===== config.mk =====
export PLATFORM = sky130hd
export DESIGN_NAME = one_shot_timer_table
export DESIGN_NICKNAME = d
export VERILOG_FILES = /design/src/hdl/otst_pkg.sv /design/src/hdl/otst_store.sv /design/src/hdl/otst_unit.sv /design/src/hdl/one_shot_timer_table.sv
export SDC_FILE = /design/constraint.sdc
export NUM_CORES = 2
export LEC_CHECK = 0
export ABC_AREA = 1
export BUFFER_PORTS_ARGS = -buffer_cell sky130_fd_sc_hd__buf_4
export CAP_MARGIN = 20
export CORE_MARGIN = 2
export CORE_UTILIZATION = 45
export DETAILED_ROUTE_END_ITERATION = 16
export GPL_TIMING_DRIVEN = 0
export REMOVE_ABC_BUFFERS = 1
export SLEW_MARGIN = 20
export SYNTH_ARGS = -nofsm -noshare
export SYNTH_HDL_FRONTEND = slang
export SYNTH_HIERARCHICAL = 1
export SYNTH_SLANG_ARGS = --single-unit

===== constraint.sdc =====
create_clock -name clk_i -period 14.1 [get_ports clk_i]
set_input_delay 0.705 -clock clk_i [delete_from_list [all_inputs] [get_ports clk_i]]
set_output_delay 0.705 -clock clk_i [all_outputs]
set_load 0.05 [all_outputs]

===== src/hdl/otst_pkg.sv =====
`timescale 1ns / 1ps

package otst_pkg;

  // Table geometry.
  localparam int NumTimers = 16;
  localparam int MaxOut    = 16;
  localparam int IdxW      = (NumTimers > 1) ? $clog2(NumTimers) : 1;
  localparam int CntW      = $clog2(MaxOut + 1);

  // Field widths.
  localparam int OpW    = 3;
  localparam int KindW  = 3;
  localparam int IdW    = 16;
  localparam int IvW    = 16;
  localparam int TimeW  = 32;
  localparam int DataW  = 32;

  // Stream payload widths.
  localparam int InDataW   = IvW + IdW + DataW;
  localparam int OutFieldW = 1 + IdW + DataW;
  localparam int OutDataW  = ((OutFieldW + 7) / 8) * 8;

  // Command opcodes.
  localparam logic [OpW-1:0] OpAdd     = 3'd0;
  localparam logic [OpW-1:0] OpRestart = 3'd1;
  localparam logic [OpW-1:0] OpRemove  = 3'd2;
  localparam logic [OpW-1:0] OpTick    = 3'd3;
  localparam logic [OpW-1:0] OpStart   = 3'd4;
  localparam logic [OpW-1:0] OpStop    = 3'd5;

  // Result kinds.
  localparam logic [KindW-1:0] KindAdded     = 3'd0;
  localparam logic [KindW-1:0] KindRestarted = 3'd1;
  localparam logic [KindW-1:0] KindRemoved   = 3'd2;
  localparam logic [KindW-1:0] KindFired     = 3'd3;
  localparam logic [KindW-1:0] KindStarted   = 3'd4;
  localparam logic [KindW-1:0] KindStopped   = 3'd5;

  localparam logic [IdW-1:0] FirstId = 16'd1;

  // Write request into the slot table.
  typedef struct packed {
    logic            add;
    logic            rearm;
    logic            load_data;
    logic            clear;
    logic [IdxW-1:0] idx;
    logic [IdW-1:0]  id;
    logic [IvW-1:0]  interval;
    logic [TimeW-1:0] deadline;
    logic [DataW-1:0] data;
  } otst_wr_t;

  // One slot as seen on the read port.
  typedef struct packed {
    logic             valid;
    logic [IdW-1:0]   id;
    logic [IvW-1:0]   interval;
    logic [TimeW-1:0] deadline;
    logic [DataW-1:0] data;
  } otst_slot_t;

endpackage


===== src/hdl/otst_store.sv =====
`timescale 1ns / 1ps

module otst_store (
  input  logic                          clk_i,
  input  logic                          rst_ni,
  input  otst_pkg::otst_wr_t            wr_i,
  input  logic [otst_pkg::IdxW-1:0]     rd_idx_i,
  output otst_pkg::otst_slot_t          rd_o,
  output logic                          any_free_o,
  output logic [otst_pkg::IdxW-1:0]     free_idx_o
);
  import otst_pkg::*;

  logic [NumTimers-1:0] valid_q;
  logic [IdW-1:0]   slot_id_q       [NumTimers];
  logic [IvW-1:0]   slot_interval_q [NumTimers];
  logic [TimeW-1:0] slot_deadline_q [NumTimers];
  logic [DataW-1:0] slot_data_q     [NumTimers];

  always_ff @(posedge clk_i or negedge rst_ni) begin
    if (!rst_ni) begin
      valid_q <= '0;
    end else begin
      if (wr_i.add) begin
        valid_q[wr_i.idx] <= 1'b1;
      end else if (wr_i.clear) begin
        valid_q[wr_i.idx] <= 1'b0;
      end
    end
  end

  always_ff @(posedge clk_i) begin
    if (wr_i.add) begin
      slot_id_q[wr_i.idx]       <= wr_i.id;
      slot_interval_q[wr_i.idx] <= wr_i.interval;
    end
    if (wr_i.add || wr_i.rearm) begin
      slot_deadline_q[wr_i.idx] <= wr_i.deadline;
    end
    if (wr_i.add || wr_i.load_data) begin
      slot_data_q[wr_i.idx] <= wr_i.data;
    end
  end

  assign rd_o.valid    = valid_q[rd_idx_i];
  assign rd_o.id       = slot_id_q[rd_idx_i];
  assign rd_o.interval = slot_interval_q[rd_idx_i];
  assign rd_o.deadline = slot_deadline_q[rd_idx_i];
  assign rd_o.data     = slot_data_q[rd_idx_i];

  // Lowest free slot wins.
  always_comb begin
    free_idx_o = '0;
    for (int i = NumTimers - 1; i >= 0; i--) begin
      if (!valid_q[i]) begin
        free_idx_o = IdxW'(i);
      end
    end
  end

  assign any_free_o = ~&valid_q;

endmodule


===== src/hdl/otst_unit.sv =====
`timescale 1ns / 1ps

module otst_unit (
  input  logic [otst_pkg::TimeW-1:0] now_i,
  input  logic [otst_pkg::IvW-1:0]   interval_i,
  input  otst_pkg::otst_slot_t       slot_i,
  input  logic [otst_pkg::IdW-1:0]   key_i,
  input  logic                       best_v_i,
  input  logic [otst_pkg::TimeW-1:0] best_late_i,
  input  logic [otst_pkg::IdW-1:0]   best_id_i,
  output logic [otst_pkg::TimeW-1:0] deadline_o,
  output logic [otst_pkg::TimeW-1:0] late_o,
  output logic                       match_o,
  output logic                       better_o
);
  import otst_pkg::*;

  logic [TimeW-1:0] diff;
  logic             expired;

  assign deadline_o = now_i + TimeW'(interval_i);

  // Wrap-aware: the difference read as a signed value must be positive.
  assign diff    = now_i - slot_i.deadline;
  assign expired = slot_i.valid && !diff[TimeW-1] && (diff != '0);
  assign late_o  = diff;

  assign match_o = slot_i.valid && (slot_i.id == key_i);

  assign better_o = expired && (!best_v_i || (diff > best_late_i) ||
                    ((diff == best_late_i) && (slot_i.id < best_id_i)));

endmodule


===== src/hdl/one_shot_timer_table.sv =====
`timescale 1ns / 1ps

// Table of one-shot millisecond timers driven by a command stream.
// The slave channel carries one command per transaction: tuser holds the
// opcode (add, restart, remove, tick, start, stop) and tdata holds the
// interval, the timer id and the payload. The master channel returns the
// results: tuser holds the result kind, tdata the ok flag, the id and the
// payload, and tlast marks the final result of a command.
// Add writes a free slot in its own state and then emits its result; stop
// emits its result straight away. Restart and remove walk the slots one per
// cycle until the id matches or the last slot is checked; start re-arms every
// valid slot in turn and answers after the last one.
// A tick walks the whole table once per fired timer through one shared
// subtract-and-compare unit, plus one final walk that finds nothing unless
// the sixteenth fire ends the tick, so a tick fires at most 16 timers. A tick
// that fires nothing returns no result. The slave side accepts only while no
// command is being worked on; a finished result may still sit in the output
// register then.
// Reset clears the clock, the running flag and all slot valid bits, and
// sets the next id to one. When the receiver stalls, the sequencer holds
// its pending result and waits.

module one_shot_timer_table (
  input  logic                           clk_i,
  input  logic                           rst_ni,
  input  logic                           s_axis_tvalid_i,
  output logic                           s_axis_tready_o,
  // tdata: interval_ms [15:0], timer_id [31:16], seq_data [63:32]
  input  logic [otst_pkg::InDataW-1:0]   s_axis_tdata_i,
  // tuser: opcode [2:0]
  input  logic [otst_pkg::OpW-1:0]       s_axis_tuser_i,
  output logic                           m_axis_tvalid_o,
  input  logic                           m_axis_tready_i,
  // tdata: ok [0], out_id [16:1], out_data [48:17], zero fill [55:49]
  output logic [otst_pkg::OutDataW-1:0]  m_axis_tdata_o,
  // tuser: kind [2:0]
  output logic [otst_pkg::KindW-1:0]     m_axis_tuser_o,
  output logic                           m_axis_tlast_o
);
  import otst_pkg::*;

  localparam logic [3:0] StIdle  = 4'd0;
  localparam logic [3:0] StAdd   = 4'd1;
  localparam logic [3:0] StFind  = 4'd2;
  localparam logic [3:0] StStart = 4'd3;
  localparam logic [3:0] StEmit  = 4'd4;
  localparam logic [3:0] StScan  = 4'd5;
  localparam logic [3:0] StPick  = 4'd6;
  localparam logic [3:0] StFlush = 4'd7;

  localparam logic [IdxW-1:0] LastIdx = IdxW'(NumTimers - 1);
  localparam logic [CntW-1:0] LastCnt = CntW'(MaxOut - 1);

  logic [3:0] state_q, state_d;

  // Latched command.
  logic [OpW-1:0]   op_q, op_d;
  logic [IvW-1:0]   interval_q, interval_d;
  logic [IdW-1:0]   tid_q, tid_d;
  logic [DataW-1:0] cmd_data_q, cmd_data_d;

  // Architectural state.
  logic [TimeW-1:0] now_q, now_d;
  logic [IdW-1:0]   next_id_q, next_id_d;
  logic             running_q, running_d;

  // Scan pointer and tick bookkeeping.
  logic [IdxW-1:0]  idx_q, idx_d;
  logic [CntW-1:0]  cnt_q, cnt_d;
  logic             best_v_q, best_v_d;
  logic [IdxW-1:0]  best_idx_q, best_idx_d;
  logic [TimeW-1:0] best_late_q, best_late_d;
  logic [IdW-1:0]   best_id_q, best_id_d;
  logic [DataW-1:0] best_data_q, best_data_d;
  logic             held_v_q, held_v_d;
  logic [IdW-1:0]   held_id_q, held_id_d;
  logic [DataW-1:0] held_data_q, held_data_d;

  // Single result waiting for the output register.
  logic [KindW-1:0] res_kind_q, res_kind_d;
  logic             res_ok_q, res_ok_d;
  logic [IdW-1:0]   res_id_q, res_id_d;

  // Output register.
  logic             m_valid_q, m_valid_d;
  logic [KindW-1:0] m_kind_q, m_kind_d;
  logic             m_ok_q, m_ok_d;
  logic [IdW-1:0]   m_id_q, m_id_d;
  logic [DataW-1:0] m_data_q, m_data_d;
  logic             m_last_q, m_last_d;

  otst_wr_t         wr;
  otst_slot_t       rd;
  logic [IdxW-1:0]  rd_idx;
  logic             any_free;
  logic [IdxW-1:0]  free_idx;
  logic [IvW-1:0]   unit_interval;
  logic [TimeW-1:0] unit_deadline;
  logic [TimeW-1:0] unit_late;
  logic             unit_match;
  logic             unit_better;
  logic             in_fire;
  logic             out_free;
  logic [IdW-1:0]   id_inc;

  otst_store u_store (
    .clk_i      (clk_i),
    .rst_ni     (rst_ni),
    .wr_i       (wr),
    .rd_idx_i   (rd_idx),
    .rd_o       (rd),
    .any_free_o (any_free),
    .free_idx_o (free_idx)
  );

  otst_unit u_unit (
    .now_i       (now_q),
    .interval_i  (unit_interval),
    .slot_i      (rd),
    .key_i       (tid_q),
    .best_v_i    (best_v_q),
    .best_late_i (best_late_q),
    .best_id_i   (best_id_q),
    .deadline_o  (unit_deadline),
    .late_o      (unit_late),
    .match_o     (unit_match),
    .better_o    (unit_better)
  );

  assign rd_idx        = idx_q;
  assign unit_interval = (state_q == StAdd) ? interval_q : rd.interval;
  assign out_free      = !m_valid_q || m_axis_tready_i;
  assign in_fire       = s_axis_tvalid_i && s_axis_tready_o;
  assign id_inc        = next_id_q + FirstId;

  assign s_axis_tready_o = (state_q == StIdle);

  always_comb begin
    state_d     = state_q;
    op_d        = op_q;
    interval_d  = interval_q;
    tid_d       = tid_q;
    cmd_data_d  = cmd_data_q;
    now_d       = now_q;
    next_id_d   = next_id_q;
    running_d   = running_q;
    idx_d       = idx_q;
    cnt_d       = cnt_q;
    best_v_d    = best_v_q;
    best_idx_d  = best_idx_q;
    best_late_d = best_late_q;
    best_id_d   = best_id_q;
    best_data_d = best_data_q;
    held_v_d    = held_v_q;
    held_id_d   = held_id_q;
    held_data_d = held_data_q;
    res_kind_d  = res_kind_q;
    res_ok_d    = res_ok_q;
    res_id_d    = res_id_q;

    m_valid_d = m_valid_q && !m_axis_tready_i;
    m_kind_d  = m_kind_q;
    m_ok_d    = m_ok_q;
    m_id_d    = m_id_q;
    m_data_d  = m_data_q;
    m_last_d  = m_last_q;

    wr           = '0;
    wr.idx       = idx_q;
    wr.id        = next_id_q;
    wr.interval  = interval_q;
    wr.deadline  = unit_deadline;
    wr.data      = cmd_data_q;

    case (state_q)
      StIdle: begin
        if (in_fire) begin
          op_d       = s_axis_tuser_i;
          interval_d = s_axis_tdata_i[IvW-1:0];
          tid_d      = s_axis_tdata_i[IvW +: IdW];
          cmd_data_d = s_axis_tdata_i[IvW+IdW +: DataW];
          idx_d      = '0;
          case (s_axis_tuser_i)
            OpAdd: begin
              state_d = StAdd;
            end
            OpRestart, OpRemove: begin
              state_d = StFind;
            end
            OpTick: begin
              now_d = now_q + TimeW'(1);
              if (running_q) begin
                best_v_d = 1'b0;
                held_v_d = 1'b0;
                cnt_d    = '0;
                state_d  = StScan;
              end
            end
            OpStart: begin
              state_d = StStart;
            end
            OpStop: begin
              running_d  = 1'b0;
              res_kind_d = KindStopped;
              res_ok_d   = 1'b1;
              res_id_d   = s_axis_tdata_i[IvW +: IdW];
              state_d    = StEmit;
            end
            default: begin
              state_d = StIdle;
            end
          endcase
        end
      end

      StAdd: begin
        res_kind_d = KindAdded;
        if (any_free) begin
          wr.add    = 1'b1;
          wr.idx    = free_idx;
          res_ok_d  = 1'b1;
          res_id_d  = next_id_q;
          // Zero is never handed out as an id.
          next_id_d = (id_inc == '0) ? FirstId : id_inc;
        end else begin
          res_ok_d = 1'b0;
          res_id_d = '0;
        end
        state_d = StEmit;
      end

      StFind: begin
        res_kind_d = (op_q == OpRestart) ? KindRestarted : KindRemoved;
        res_id_d   = tid_q;
        if (unit_match) begin
          if (op_q == OpRestart) begin
            wr.rearm     = 1'b1;
            wr.load_data = 1'b1;
          end else begin
            wr.clear = 1'b1;
          end
          res_ok_d = 1'b1;
          state_d  = StEmit;
        end else if (idx_q == LastIdx) begin
          res_ok_d = 1'b0;
          state_d  = StEmit;
        end else begin
          idx_d = idx_q + IdxW'(1);
        end
      end

      StStart: begin
        wr.rearm = rd.valid;
        if (idx_q == LastIdx) begin
          running_d  = 1'b1;
          res_kind_d = KindStarted;
          res_ok_d   = 1'b1;
          res_id_d   = tid_q;
          state_d    = StEmit;
        end else begin
          idx_d = idx_q + IdxW'(1);
        end
      end

      StEmit: begin
        if (out_free) begin
          m_valid_d = 1'b1;
          m_kind_d  = res_kind_q;
          m_ok_d    = res_ok_q;
          m_id_d    = res_id_q;
          m_data_d  = '0;
          m_last_d  = 1'b1;
          state_d   = StIdle;
        end
      end

      StScan: begin
        if (unit_better) begin
          best_v_d    = 1'b1;
          best_idx_d  = idx_q;
          best_late_d = unit_late;
          best_id_d   = rd.id;
          best_data_d = rd.data;
        end
        if (idx_q == LastIdx) begin
          state_d = StPick;
        end else begin
          idx_d = idx_q + IdxW'(1);
        end
      end

      // A fire is held back one walk so that the final one can carry tlast.
      StPick: begin
        if (!best_v_q) begin
          if (!held_v_q) begin
            state_d = StIdle;
          end else if (out_free) begin
            m_valid_d = 1'b1;
            m_kind_d  = KindFired;
            m_ok_d    = 1'b1;
            m_id_d    = held_id_q;
            m_data_d  = held_data_q;
            m_last_d  = 1'b1;
            held_v_d  = 1'b0;
            state_d   = StIdle;
          end
        end else if (!held_v_q || out_free) begin
          if (held_v_q) begin
            m_valid_d = 1'b1;
            m_kind_d  = KindFired;
            m_ok_d    = 1'b1;
            m_id_d    = held_id_q;
            m_data_d  = held_data_q;
            m_last_d  = 1'b0;
          end
          wr.clear    = 1'b1;
          wr.idx      = best_idx_q;
          held_v_d    = 1'b1;
          held_id_d   = best_id_q;
          held_data_d = best_data_q;
          cnt_d       = cnt_q + CntW'(1);
          best_v_d    = 1'b0;
          idx_d       = '0;
          state_d     = (cnt_q == LastCnt) ? StFlush : StScan;
        end
      end

      StFlush: begin
        if (out_free) begin
          m_valid_d = 1'b1;
          m_kind_d  = KindFired;
          m_ok_d    = 1'b1;
          m_id_d    = held_id_q;
          m_data_d  = held_data_q;
          m_last_d  = 1'b1;
          held_v_d  = 1'b0;
          state_d   = StIdle;
        end
      end

      default: begin
        state_d = StIdle;
      end
    endcase
  end

  always_ff @(posedge clk_i or negedge rst_ni) begin
    if (!rst_ni) begin
      state_q   <= StIdle;
      now_q     <= '0;
      next_id_q <= FirstId;
      running_q <= 1'b0;
      idx_q     <= '0;
      cnt_q     <= '0;
      best_v_q  <= 1'b0;
      held_v_q  <= 1'b0;
      m_valid_q <= 1'b0;
    end else begin
      state_q   <= state_d;
      now_q     <= now_d;
      next_id_q <= next_id_d;
      running_q <= running_d;
      idx_q     <= idx_d;
      cnt_q     <= cnt_d;
      best_v_q  <= best_v_d;
      held_v_q  <= held_v_d;
      m_valid_q <= m_valid_d;
    end
  end

  always_ff @(posedge clk_i) begin
    op_q        <= op_d;
    interval_q  <= interval_d;
    tid_q       <= tid_d;
    cmd_data_q  <= cmd_data_d;
    best_idx_q  <= best_idx_d;
    best_late_q <= best_late_d;
    best_id_q   <= best_id_d;
    best_data_q <= best_data_d;
    held_id_q   <= held_id_d;
    held_data_q <= held_data_d;
    res_kind_q  <= res_kind_d;
    res_ok_q    <= res_ok_d;
    res_id_q    <= res_id_d;
    m_kind_q    <= m_kind_d;
    m_ok_q      <= m_ok_d;
    m_id_q      <= m_id_d;
    m_data_q    <= m_data_d;
    m_last_q    <= m_last_d;
  end

  assign m_axis_tvalid_o = m_valid_q;
  assign m_axis_tuser_o  = m_kind_q;
  assign m_axis_tlast_o  = m_last_q;
  assign m_axis_tdata_o  = {{(OutDataW - OutFieldW){1'b0}}, m_data_q, m_id_q, m_ok_q};

endmodule

==> results.cfg <==
[global_route]
maximum_number_of_pins_on_one_net_before_global_route_repair = 101
global_route.overflow_total = 0
grt_pass1_wl_um = 303000
first_global_vias = 48300
grt_antenna_before_repair = 1
grt_use_total_pct = 21.7

[final_layout]
final_common_cell = sky130_fd_sc_hd__edfxtp_1
layout.cells.most_common_list = sky130_fd_sc_hd__edfxtp_1 (1808), sky130_fd_sc_hd__inv_1 (769), sky130_fd_sc_hd__nand2_1 (698)
areaGrowthSynthToFinish_pct = 15.8
layoutNonFillerInstCount = 9102
layout-drive-gt1-share_pct = 10.8
finish.instance_area_um2 = 94400
design.final.nets = 6744
antenna_cells = 0

[placement]
place_area_um2 = 87800
dpl.hpwl_um = 129000
dp.cells = 8713
place.gp.congestion = 0.874
portBuffers = 125

[pwr]
power_frac_clock_pct = 37.1
comb_power_share_pct = 13.1
ir_worst_vdd_mv = 0.0983
power.net_switching_mw = 3.34
switching_share_pct = 25.5
power_frac_seq_pct = 49.9
pwr_density_cell_nw_per_um2 = 139
p_int_mw = 9.75
p_leak_nw = 33.0

[critical_path]
critical_path_launch_point = idx_q[1]$_DFFE_PN0P_
cp.required_ns = 14.58
cp-end-kind = flip-flop
timing.setup.critical_path_class = reg -> reg
arrival_ns = 8.92
path_max_fanout = 100
critical_path.reg2reg.startpoint = idx_q[1]$_DFFE_PN0P_
crit_path_max_incr_delay_ns = 0.65
critical-path-slowest-cell = sky130_fd_sc_hd__dfrtp_4
worst_path_most_repeated_cell = sky130_fd_sc_hd__nand2_1
startpoint_class_of_the_critical_path = flip-flop

[timing]
setup_repair_after_global_routing_missed_its_margin = no
worst_pin_slew_ns = 1.13
max_freq_mhz = 119
finalSetupViolCount = 0
final-max-slew-violation-count = 0
finalCriticalPeriod_ns = 8.43
rel_slew_slack_pct = 24.6
totalNegativeSetupSlack_ns = 0
hold_slack_ns = 0.0610
clock-skew-final_ns = 0.0525
period_share_pct = 59.8
total_count_of_hold_check_failures_in_the_final_report = 0

[floorplan]
fp-row-count = 156
die_h_um = 430
fp.dieW_um = 430
starting_density_of_the_core_pct = 45.2
core-area_um2 = 180000
floorplan.die_area_um2 = 185000
io_pins = 133

[synth]
synthesis.yosys.warnings = 6
synthDominantCellAreaShare_pct = 66.6
synthCells = 6374
post_synth.cell_area_avg_um2 = 12.8
synth-seq-cells = 1889
netlist_top_cells_area = sky130_fd_sc_hd__edfxtp_1 (67%), sky130_fd_sc_hd__mux2i_1 (4.7%), sky130_fd_sc_hd__o211ai_1 (3.7%), sky130_fd_sc_hd__inv_1 (3.6%), sky130_fd_sc_hd__o21ai_0 (3.2%)
yosysUniqueCellTypes = 63
netlist.top_cell.by_area = sky130_fd_sc_hd__edfxtp_1
synth-seq-area-share_pct = 69.1
synthesis.area_um2 = 81500

[detailed_routing]
drt_drc_violations_left = 0
wirelength_um = 202000
wl_per_cell_um = 22.2
first_pass_drt_iterations = 7
vias_per_cell = 5.49
detailed_route_iter0_violations = 4249
dr_total_vias = 50000
antenna_violating_nets_post_route = 0

[clocking]
clockBufferDepth = 3
htree_levels = 4
source_to_sink_clock_delay_at_the_later_pin_of_the_worst_skew_pair_ns = 0.85
cts_buffers = 186
cts_root_buffer = sky130_fd_sc_hd__clkbuf_16
clock_tree_from_tritoncts = built
number_of_sinks_on_the_clock_net = 1889
clk_pin_slew_worst_paths_ns = 0.06
post-cts-setup-buffer-count = 0

[min_path]
min-delay-path-class = in -> reg
min-delay-start = s_axis_tdata_i[15]

[flow_run]
max-cap-violations = 0

[outcome]
status = completed
## layer usage
layer	wire length (um)	global-route usage, %
met5	13	0
met4	5300	6.48
met3	11100	2.93
met2	98600	36.5
met1	87400	29.4
## synthesized netlist by cell type, drive strengths merged
master	number
a211oi	1
a21oi	463
a21boi	3
o21ai	556
a32o	33
nand3	263
and2	1
xor2	49
o22ai	5
a31o	2
ha	99
edfxtp	1808
dfrtp	80
inv	781
nor4	11
o21a	5
nand2	734
dfstp	1
a2bb2oi	3
o21bai	2
nand4	37
nor2	241
o311ai	1
fa	2
buf	127
a22oi	1
a31oi	1
or2	3
clkbuf	195
o221ai	2
a21o	1
o31ai	2
a221oi	3
nand3b	9
nor3	35
clkinv	2
and3	1
o2111ai	1
a311oi	2
conb	1
o211ai	403
xnor2	18
mux2i	386
## power by group through the flow
stage | registers [mW] | logic (mW) | clock network (mW)
after global routing | 6.53 | 1.90 | 5.15
after global placement | 6.85 | 2.34 | 0
after detailed placement | 6.64 | 1.68 | 0
after floorplan | 6.76 | 1.65 | 0
after CTS | 6.53 | 1.69 | 4.95
final | 6.52 | 1.71 | 4.85
## cell type report
| class | instances | area [um^2] |
|---|---|---|
| fillers | 15000 | 86000 |
| flip-flops and latches | 1889 | 56300 |
| multi-input cells | 3387 | 21000 |
| repair buffers | 325 | 5160 |
| clock buffers | 244 | 5000 |
| inverters | 783 | 2970 |
| well taps | 2370 | 2970 |
| clock inverters | 104 | 997 |
## final timing paths
check | end | slack [ns] | depth (start not counted)
min in group asynchronous | next_id_q[11]$_DFFE_PN0P_ | 0.53 | 2
max in group asynchronous | idx_q[0]$_DFFE_PN0P_ | 12.83 | 2
max reg2reg | best_data_q[2]$_DFFE_PP_ | 5.67 | 35
min reg2reg | held_data_q[11]$_DFFE_PP_ | 0.41 | 0
max | best_data_q[2]$_DFFE_PP_ | 5.67 | 35
min | interval_q[15]$_DFFE_PP_ | 0.06 | 1
## kinds of logic after synthesis
logic type                 after synthesis  synth area share, %
DFF                                   1889                 69.1
AOI/OAI and AO/OA                     1490                 10.8
and+or+nand+nor                       1335                 7.14
buffers and inverters                 1105                 5.94
muxes                                  386                 4.74
adders and majority gates              101                 1.57
xor gates and xnor gates                67                0.738
other                                    1              0.00460
## critical path, delay by kind of cell (launching register included)
kind	cells	cell delay (ns)
AO/OA/AOI/OAI	2	0.34
adder cells (fa/ha/maj)	3	0.92
buffers and inverters	10	2.79
flip-flops	1	0.65
AND/OR/NAND/NOR	20	3.14
## registers in the layout, summed over array words and instances, names as in the netlist, 32 cells and up, named ones only
register	cells
u_store/slot_interval_q	256
u_store/slot_id_q	256
best_data_q	32
best_late_q	32
u_store/slot_deadline_q	512
m_data_q	32
u_store/slot_data_q	512
cmd_data_q	32
now_q	32
held_data_q	32
## per-stage QoR
step	utilization, %	setup slack (ns)	power, mW
finish	52.3	5.67	13.1
CTS	52.2	5.67	13.2
detailed placement	48.7	5.65	8.32
floorplan	-	-14.56	8.41
global route	52.3	5.14	13.6
global placement	46.3	-35.01	9.20
## what timing repair did
action,in CTS,in global routing
hold buffers,40,0
hold endpoints to repair,119,0
gates resized for setup,0,0
(Power assumes the default switching activity.)
